==> config.mk <==
export PLATFORM = sky130hd
export DESIGN_NAME = deadline_timer_queue
export DESIGN_NICKNAME = d
export VERILOG_FILES = /design/src/rtl/dtq_pkg.sv /design/src/rtl/dtq_front.sv /design/src/rtl/dtq_back.sv /design/src/rtl/deadline_timer_queue.sv
export SDC_FILE = /design/constraint.sdc
export NUM_CORES = 2
export LEC_CHECK = 0
export BUFFER_PORTS_ARGS = -buffer_cell sky130_fd_sc_hd__buf_2
export CAP_MARGIN = 25
export CORE_MARGIN = 4
export CORE_UTILIZATION = 45
export DETAILED_ROUTE_END_ITERATION = 7
export SLEW_MARGIN = 30
export SYNTH_ARGS = -nofsm -noshare
export SYNTH_HDL_FRONTEND = slang
export SYNTH_SLANG_ARGS = --single-unit
==> constraint.sdc <==
create_clock -name clk -period 20.4 [get_ports clk]
set_clock_uncertainty 0.05 [all_clocks]
set_input_delay 2.04 -clock clk [delete_from_list [all_inputs] [get_ports clk]]
set_output_delay 2.04 -clock clk [all_outputs]
set_load 0.02 [all_outputs]
==> src/rtl/dtq_pkg.sv <==
`timescale 1ns / 1ps

package dtq_pkg;

  localparam int QUEUE_DEPTH  = 16;
  localparam int RESULT_LIMIT = 16;
  localparam int TIME_W       = 48;
  localparam int HANDLE_W     = 8;
  localparam int CNT_W        = $clog2(QUEUE_DEPTH + 1);
  localparam int REL_W        = $clog2(RESULT_LIMIT);
  localparam int FIFO_DEPTH   = 2;
  localparam int FIFO_PTR_W   = $clog2(FIFO_DEPTH);
  localparam int FIFO_CNT_W   = $clog2(FIFO_DEPTH + 1);

  typedef enum logic {
    OP_ADD  = 1'b0,
    OP_TICK = 1'b1
  } op_t;

  typedef enum logic {
    ST_RELEASED = 1'b0,
    ST_REJECTED = 1'b1
  } status_t;

  // One classified command: key is the deadline of an add or the time of a tick.
  typedef struct packed {
    op_t                 op;
    logic [TIME_W-1:0]   key;
    logic [HANDLE_W-1:0] handle;
  } cmd_t;

  typedef struct packed {
    logic             releasing;
    logic [CNT_W-1:0] count;
  } back_status_t;

endpackage

==> src/rtl/dtq_front.sv <==
`timescale 1ns / 1ps

module dtq_front import dtq_pkg::*; (
  input  logic                clk,
  input  logic                rst,
  input  logic                item_valid,
  output logic                item_stall,
  input  logic                kind,
  input  logic [TIME_W-1:0]   deadline,
  input  logic [HANDLE_W-1:0] handle,
  input  logic [TIME_W-1:0]   current_time,
  output logic                cmd_valid,
  output cmd_t                cmd,
  input  logic                cmd_take
);

  cmd_t                  fifo [FIFO_DEPTH];
  logic [FIFO_PTR_W-1:0] wr_ptr;
  logic [FIFO_PTR_W-1:0] rd_ptr;
  logic [FIFO_CNT_W-1:0] fill;
  cmd_t                  cmd_in;
  logic                  push;
  logic                  pop;

  // Classify: pick the time field that the command actually uses.
  always_comb begin
    cmd_in.op     = op_t'(kind);
    cmd_in.key    = kind ? current_time : deadline;
    cmd_in.handle = handle;
  end

  assign item_stall = (fill == FIFO_CNT_W'(FIFO_DEPTH));
  assign push       = item_valid && !item_stall;
  assign pop        = cmd_take && cmd_valid;
  assign cmd_valid  = (fill != '0);
  assign cmd        = fifo[rd_ptr];

  always_ff @(posedge clk) begin
    if (push) begin
      fifo[wr_ptr] <= cmd_in;
    end
  end

  always_ff @(posedge clk) begin
    if (rst) begin
      wr_ptr <= '0;
      rd_ptr <= '0;
      fill   <= '0;
    end else begin
      if (push) begin
        wr_ptr <= wr_ptr + FIFO_PTR_W'(1);
      end
      if (pop) begin
        rd_ptr <= rd_ptr + FIFO_PTR_W'(1);
      end
      if (push && !pop) begin
        fill <= fill + FIFO_CNT_W'(1);
      end else if (pop && !push) begin
        fill <= fill - FIFO_CNT_W'(1);
      end
    end
  end

endmodule

==> src/rtl/dtq_back.sv <==
`timescale 1ns / 1ps

module dtq_back import dtq_pkg::*; (
  input  logic                clk,
  input  logic                rst,
  input  logic                cmd_valid,
  input  cmd_t                cmd,
  output logic                cmd_take,
  output logic                result_valid,
  input  logic                result_stall,
  output logic                status,
  output logic [HANDLE_W-1:0] out_handle,
  output logic [TIME_W-1:0]   out_deadline,
  output logic                last,
  output back_status_t        bstat
);

  typedef enum logic {
    S_IDLE,
    S_REL
  } state_t;

  state_t              state;
  logic [CNT_W-1:0]    count;
  logic [REL_W-1:0]    rel_n;
  logic [TIME_W-1:0]   now_r;

  logic [TIME_W-1:0]   cell_dl [QUEUE_DEPTH];
  logic [HANDLE_W-1:0] cell_hd [QUEUE_DEPTH];
  logic [QUEUE_DEPTH-1:0] gt;
  logic [QUEUE_DEPTH-1:0] prev_gt;

  logic out_free;
  logic full;
  logic do_insert;
  logic do_reject;
  logic do_start;
  logic head_exp;
  logic next_exp;
  logic do_pop;

  assign out_free  = !result_valid || !result_stall;
  assign full      = (count == CNT_W'(QUEUE_DEPTH));
  assign cmd_take  = (state == S_IDLE) && cmd_valid && out_free;
  assign do_insert = cmd_take && (cmd.op == OP_ADD) && !full;
  assign do_reject = cmd_take && (cmd.op == OP_ADD) && full;
  assign do_start  = cmd_take && (cmd.op == OP_TICK);

  assign head_exp = (count != '0) && (cell_dl[0] <= now_r);
  assign next_exp = (count > CNT_W'(1)) && (cell_dl[1] <= now_r) &&
                    (rel_n != REL_W'(RESULT_LIMIT - 1));
  assign do_pop   = (state == S_REL) && head_exp && out_free;

  assign bstat.releasing = (state == S_REL);
  assign bstat.count     = count;

  genvar gi;
  generate
    for (gi = 0; gi < QUEUE_DEPTH; gi++) begin : g_cell
      // Cells after the new timer's place move up one.
      assign gt[gi] = (count > CNT_W'(gi)) && (cell_dl[gi] > cmd.key);
      if (gi == 0) begin : g_first
        assign prev_gt[gi] = 1'b0;
      end else begin : g_rest
        assign prev_gt[gi] = gt[gi-1];
      end

      always_ff @(posedge clk) begin
        if (do_insert) begin
          if (prev_gt[gi]) begin
            cell_dl[gi] <= cell_dl[(gi == 0) ? 0 : gi - 1];
            cell_hd[gi] <= cell_hd[(gi == 0) ? 0 : gi - 1];
          end else if (gt[gi] || (count == CNT_W'(gi))) begin
            cell_dl[gi] <= cmd.key;
            cell_hd[gi] <= cmd.handle;
          end
        end else if (do_pop && (gi < QUEUE_DEPTH - 1)) begin
          cell_dl[gi] <= cell_dl[(gi < QUEUE_DEPTH - 1) ? gi + 1 : gi];
          cell_hd[gi] <= cell_hd[(gi < QUEUE_DEPTH - 1) ? gi + 1 : gi];
        end
      end
    end
  endgenerate

  always_ff @(posedge clk) begin
    if (rst) begin
      state        <= S_IDLE;
      count        <= '0;
      rel_n        <= '0;
      result_valid <= 1'b0;
    end else begin
      unique case (state)
        S_IDLE: begin
          if (do_start) begin
            state <= S_REL;
            rel_n <= '0;
            now_r <= cmd.key;
          end
        end
        S_REL: begin
          if (!head_exp) begin
            state <= S_IDLE;
          end else if (do_pop) begin
            rel_n <= rel_n + REL_W'(1);
            if (!next_exp) begin
              state <= S_IDLE;
            end
          end
        end
        default: state <= S_IDLE;
      endcase

      if (do_insert) begin
        count <= count + CNT_W'(1);
      end else if (do_pop) begin
        count <= count - CNT_W'(1);
      end

      if (do_reject) begin
        result_valid <= 1'b1;
        status       <= ST_REJECTED;
        out_handle   <= cmd.handle;
        out_deadline <= cmd.key;
        last         <= 1'b1;
      end else if (do_pop) begin
        result_valid <= 1'b1;
        status       <= ST_RELEASED;
        out_handle   <= cell_hd[0];
        out_deadline <= cell_dl[0];
        last         <= !next_exp;
      end else if (!result_stall) begin
        result_valid <= 1'b0;
      end
    end
  end

endmodule

==> src/rtl/deadline_timer_queue.sv <==
`timescale 1ns / 1ps

// Channel  | handshake                  | payload
// ---------+----------------------------+------------------------------------------
// item     | item_valid / item_stall    | kind, deadline, handle, current_time
// result   | result_valid / result_stall| status, out_handle, out_deadline, last
//
// In an add, every cell of the timer chain compares its deadline
// against the new one in parallel and the later cells move up one place.
// A tick first registers its time, then the chain pops its head once per
// cycle while the result is not stalled (at most sixteen per tick) until no
// expired timer is left; a tick that finds nothing expired releases nothing.
// A two-beat command queue lets items arrive while a tick is still releasing;
// every beat is registered there before the chain takes it.
// rst is synchronous, active high; it empties the chain, the queue and the
// result register. A stalled result holds the chain; items keep queuing.

module deadline_timer_queue import dtq_pkg::*; (
  input  logic                clk,
  input  logic                rst,
  input  logic                item_valid,
  output logic                item_stall,
  input  logic                kind,
  input  logic [TIME_W-1:0]   deadline,
  input  logic [HANDLE_W-1:0] handle,
  input  logic [TIME_W-1:0]   current_time,
  output logic                result_valid,
  input  logic                result_stall,
  output logic                status,
  output logic [HANDLE_W-1:0] out_handle,
  output logic [TIME_W-1:0]   out_deadline,
  output logic                last
);

  logic         cmd_valid;
  cmd_t         cmd;
  logic         cmd_take;
  back_status_t bstat;

  // Front: accept beats, classify them and queue the commands.
  dtq_front u_front (
    .clk          (clk),
    .rst          (rst),
    .item_valid   (item_valid),
    .item_stall   (item_stall),
    .kind         (kind),
    .deadline     (deadline),
    .handle       (handle),
    .current_time (current_time),
    .cmd_valid    (cmd_valid),
    .cmd          (cmd),
    .cmd_take     (cmd_take)
  );

  // Back: sorted timer chain, release sequencer and result register.
  dtq_back u_back (
    .clk          (clk),
    .rst          (rst),
    .cmd_valid    (cmd_valid),
    .cmd          (cmd),
    .cmd_take     (cmd_take),
    .result_valid (result_valid),
    .result_stall (result_stall),
    .status       (status),
    .out_handle   (out_handle),
    .out_deadline (out_deadline),
    .last         (last),
    .bstat        (bstat)
  );

`ifndef SYNTH
  // A rejected add is always the only beat of its item.
  a_reject_last: assert property (@(posedge clk) disable iff (rst)
    result_valid && (status == ST_REJECTED) |-> last)
    else $error("reject beat without last");

  // The chain never holds more timers than it has cells.
  a_count_bound: assert property (@(posedge clk) disable iff (rst)
    bstat.count <= CNT_W'(QUEUE_DEPTH))
    else $error("timer count overflow");

  // A released beat that is not last means the tick is still releasing.
  a_more_follow: assert property (@(posedge clk) disable iff (rst)
    result_valid && !last |-> bstat.releasing)
    else $error("non-last beat after release ended");

  // No command is taken while a tick is releasing.
  a_no_take_rel: assert property (@(posedge clk) disable iff (rst)
    bstat.releasing |-> !cmd_take)
    else $error("command taken during release");
`endif

endmodule

; After elaboration in Yosys (flattened, before gate mapping)
; Memories as Yosys holds them, arrays and structs flattened. A register that Yosys moved wholly into a read port is not among the register bits.
; Cells that the tools add are included.
[word_totals]
regBits = 121
ram_bits = 1010
inputBits = 109
wordCells = 403
memories = 3
[op_classes]
add_sub_neg = 7
magnitude_cmp = 34
eq_ne = 22
muxes = 198
bitwise = 63
reduce_logical = 64
[mem_list]
columns = name, depth, word_bits, read_ports, rd_clocked_by_memory_dff, wr, line
row1 = u_back.cell_dl, 16, 48, 16, 0, 16, dtq_back.sv:28  ; logic [TIME_W-1:0] cell_dl [QUEUE_DEPTH];
row2 = u_back.cell_hd, 16, 8, 16, 0, 16, dtq_back.sv:29  ; logic [HANDLE_W-1:0] cell_hd [QUEUE_DEPTH];
row3 = u_front.fifo, 2, 57, 1, 1, 1, dtq_front.sv:17  ; cmd_t fifo [FIFO_DEPTH];
[ops]
columns = operator, count
row1 = 48-bit two-way mux, 33
row2 = 48-bit > comparator, 16
row3 = 8-bit two-way mux, 32
row4 = 1-bit two-way mux, 124
row5 = 48-bit less-or-equal comparator, 2
row6 = 1-bit OR, 60
row7 = 5-bit by 4-bit equality test with 1-bit output (second input constant), 8
row8 = 5-bit by 4-bit > comparator with 1-bit output (second input constant), 8
row9 = 1-bit logical AND, 31
row10 = 5-bit by 3-bit equality test with 1-bit output (second input constant), 4
row11 = 5-bit by 3-bit > comparator with 1-bit output (second input constant), 4
row12 = 1-bit logical OR, 17
row13 = 4-bit two-way mux, 3
row14 = 5-bit by 2-bit equality test with 1-bit output (second input constant), 2
row15 = 5-bit by 1-bit > comparator with 1-bit output (second input constant), 2
row16 = 5-bit by 2-bit > comparator with 1-bit output (second input constant), 2
row17 = 5-bit two-way mux, 2
row18 = 4-bit case mux with 2 select lines, 1
row19 = 2-bit nonzero test, 4
row20 = 1-bit zero test, 7
row21 = 3-bit AND reduction, 2
row22 = 5-bit by 1-bit adder with 5-bit output (second input constant), 1
row23 = 5-bit by 1-bit equality test with 1-bit output (second input constant), 1
row24 = 5-bit equality test (second input constant), 1
row25 = 16 further kinds, 21

; Longest topological paths before layout
; An unclocked memory read counts as a cell.
[depth]
ltp_word = 10
ltp_mapped = 15
depth_no_buf = 11

; Modules after synthesis
; A second synthesis with hierarchy kept.
[unflattened]
hier_cells = 7460
hier_area_um2 = 76403.3
[modules_own_cells]
columns = module, instances, cells_each, area_each_um2
row1 = dtq_back, 1, 7205, 71486.1
row2 = dtq_front, 1, 255, 4917.2

; Worst setup path before layout
; Ideal clock, no wire load.
[synth_path]
path_type = reg2reg
startpoint = register (tool-made name)
endpoint = memory u_back.cell_dl[10][0] (enable)
setup_ns = 0.547
arrival_time_ns = 8.179
t_required_ns = 19.803
slack_ns = 11.624
path_stages_with_launch = 14
period_less_slack_ns = 8.776
path_cell_list = dfxtp_1 > clkbuf_1 > buf_1 > mux2i_1 > ha_1 > nand4_1 > nor4_1 > nor4b_1 > o41a_1 > nor4_1 > o21ai_0 > clkbuf_1 > nor2b_1 > o21ai_0
[synth_rtl]
columns = item, line
row1 = end: declaration, dtq_back.sv:28

==> summary.txt <==
Outcome
  – Status: completed

Yosys
  – Largest cells by area after synthesis: edfxtp_1, ha_1, o211ai_1, nand2_1, a221o_1
  – Synthesized flop and latch total: 1132
  – Asr flop ratio synth: 0%
  – EDFF count, synth: 1116
  – Ys flop type: edfxtp_1
  – Most frequent cells after synthesis: edfxtp_1, ha_1, nand2_1, o211ai_1, a21oi_1
  – Yosys cell types: 78
  – Post-synthesis net count: just under 8000
  – Post-synthesis sequential area ratio: between 40% and 50%
  – YS warnings: 0
  – Post-Syn Instances: 6925
  – Count leader, synth: edfxtp_1
  – Synth top area share: between 40 and 50%
  – Syn Area/Cell: about 11 sq um
  – Post-Syn Area: between 70000 and 80000 sq um
  – Yosys top cell by area: edfxtp_1

Floorplan
  – Row count: between 100 and 150
  – Boundary pin count: roughly 170
  – DIE HEIGHT: roughly 420 um
  – Initial Util: between 40% and 50%
  – Die width: just over 400 um
  – Die area: about 170000 sq um
  – Core area: between 150000 and 200000 sq um

Detailed routing
  – DR pass1 iterations: 7
  – DR vias: ~65000
  – # DRC: 0
  – Routed wire length: 322 mm
  – Post-DR vias/cell: 7.01
  – Post-route ant nets: 0
  – First DRT Iteration DRCs: ~8900
  – WL/cell: 34.8 um

Power and ir drop
  – Power density over the cells: 139 nW/um^2
  – Clk pwr share: between 20% and 30%
  – NetSw: 5.10 mW
  – Combinational cell fraction of total power: a little over two fifths
  – Sequential Power Share: 34.6%
  – Switching part of the total: roughly 44%
  – Static Leakage: roughly 30 nW
  – Power Total: 11.5 mW
  – Peak supply drop: 0.000103 V
  – Internal power: around 6.4 mW

Global route
  – Gr ovfl total: 0
  – Vias in the first global route: 61799
  – Initial antenna violation count: 12
  – First-pass GRT wire length: approximately 450 mm
  – Largest net degree at the start of global routing: about 200
  – All-Layer GR Usage: a little over a third

Clock network
  – Setup fix buffers added after clock tree synthesis: 0
  – CTS Buf Count: about 140
  – H-Tree Depth: 4
  – CTS tree: done
  – Worst skew pair latency: between 800 and 900 ps
  – CTS clock-pin slew for the worst setup and hold paths: 60 ps
  – Root buffer cell: clkbuf_16
  – CTS Hold Bufs: 0
  – Clock sink total: between 1000 and 1500
  – Clock buffer depth: 3
  – Post-CTS resize count: 0

Placement
  – Inst Count DP: roughly 9000
  – Gpl congestion: 1.03
  – Post-Place Setup Slack: ~13000 ps
  – I/O Buffers: approximately 170
  – Final HPWL DP: roughly 220 mm

STA
  – Fin. Hold Viols: 0
  – Setup TNS: 0 ps
  – Tcrit/Tclk final: 35.6%
  – Finish-stage setup viols: 0
  – Tmin final: 7270 ps
  – Final WS setup: between 10000 and 15000 ps
  – RSZ-0062 raised after global routing: false
  – Worst slew pin tran: 1100 ps
  – Slew headroom: around 26%
  – Fmax: about 140 MHz
  – Slew Limit Fails: 0

Worst hold path
  – Worst min-delay path class: flop to flop

Worst setup path
  – CP Launch Type: flop
  – Worst Path Arrival: approximately 7700 ps
  – Critical setup path kind: flop to flop
  – Setup crit end kind: flop
  – CP max FO: 57
  – CP max stage delay: around 940 ps
  – Cell mode on critical path: buf_4
  – Worst EP required: approximately 21000 ps
  – Slowest stage cell, crit path: nor4_2
  – Worst-path cell chain: buf_4 > mux2i_2 > buf_4 > ha_1 > nand4_1 > nor4_2 > nand3_1 > and2_1 > o2bb2ai_1 > nor3_2 > buf_6 > nand2b_4 > buf_4 > o211ai_1

Cells and area
  – Fin nets: between 7000 and 8000
  – Layout area overhead: 11.0%
  – Layout Cells excl Fill: 9251
  – Fraction of layout cells with a size suffix above 1: 12.9%

Run
  – Maxcap violations: 0
[per-stage QoR]
| step | util, % | instance area, sq um | hold slack, ps |
|---|---|---|---|
| 2_1_floorplan | - | 74800 | 422 |
| 3_3_place_gp | 47.4 | 78300 | 436 |
| 6_report | 50.3 | 83100 | 468 |
| 4_1_cts | 50.2 | 83000 | 475 |
| 5_1_grt | 50.3 | 83100 | 495 |
| 3_5_place_dp | 47.6 | 78600 | 467 |
[power by group through the flow]
stage	Clock, mW	Combinational (mW)	Sequential [mW]
finish	2.50	5.05	3.99
global route	2.61	5.37	4.01
global placement	0	4.70	3.99
CTS	2.51	4.87	3.95
detailed placement	0	4.85	3.99
floorplan	0	2.90	3.76
[metal layers]
metal | routed length, um | global-route usage, %
met1 | 125000 | 47.3
met2 | 137000 | 53.1
met3 | 37500 | 9.59
met4 | 21900 | 21.2
met5 | 65 | 0
[layout by cell type, fill, tap and decap left out, types with 143 or more instances in the layout]
cell type,netlist,final
edfxtp_1,1116,1116
ha_1,871,871
nand2_1,866,863
o211ai_1,627,627
a21oi_1,480,473
o21ai_0,349,339
a221o_1,241,241
nand4_1,215,215
inv_1,213,213
nor2_1,199,192
mux2i_1,227,180
buf_2,163,169
mux2_2,168,168
buf_4,43,159
clkbuf_16,0,143
[critical path: cells and delay by family, from the launching register on]
kind | cells | cell delay, ps
buffers and inverters | 4 | 2480
adder cells (fa/ha/maj) | 1 | 240
AND/OR/NAND/NOR | 6 | 2540
multiplexers | 1 | 270
AO/OA/AOI/OAI | 2 | 380
flip-flops | 1 | 790
[area by class of cell]
class | count | area, sq um
multi-input combinational | 5081 | 38800
antenna | 2 | 5.00
tap | 2189 | 2740
clock buffer | 169 | 3680
clock inverter | 79 | 732
inverter | 250 | 938
fill | 14905 | 82100
sequential | 1132 | 33800
timing repair buffer | 349 | 2390
[path summary, 6_finish.rpt]
check                                    endpoint  depth (start not counted)                          from  slack [ps]
hold reg to reg      u_front.fill[1]$_SDFFE_PP0P_                          2  u_front.fill[1]$_SDFFE_PP0P_         470
setup reg to reg  u_back.cell_hd[0][51]$_DFFE_PP_                         14                          flop       13130
setup / recovery  u_back.cell_hd[0][51]$_DFFE_PP_                         14                          flop       13130
hold / removal       u_front.fill[1]$_SDFFE_PP0P_                          2  u_front.fill[1]$_SDFFE_PP0P_         470
[sequential cells by signal, summed over array words and instances (netlist names), 2 cells and up, named ones only]
name                 flops
u_back.cell_dl         768
u_back.rel_n             4
u_back.count             5
u_front.fill             2
u_back.out_handle        8
u_back.now_r            48
u_back.out_deadline     48
u_front.fifo           114
u_back.cell_hd         128
[logic make-up (layout without fill, tap and decap cells)]
kind of cell | after synthesis | in the layout | share of synthesized area, %
AO/OA/AOI/OAI | 2173 | 2173 | 20.3
AND/OR/NAND/NOR | 1634 | 1634 | 10.1
flip-flops | 1132 | 1132 | 45.2
adder cells (fa/ha/maj) | 871 | 871 | 14.6
buffers and inverters | 712 | 847 | 4.19
multiplexers | 395 | 395 | 5.56
XOR/XNOR | 8 | 8 | 0.0936
other | 0 | 2 | 0
Power figures use the tool's default switching activity.
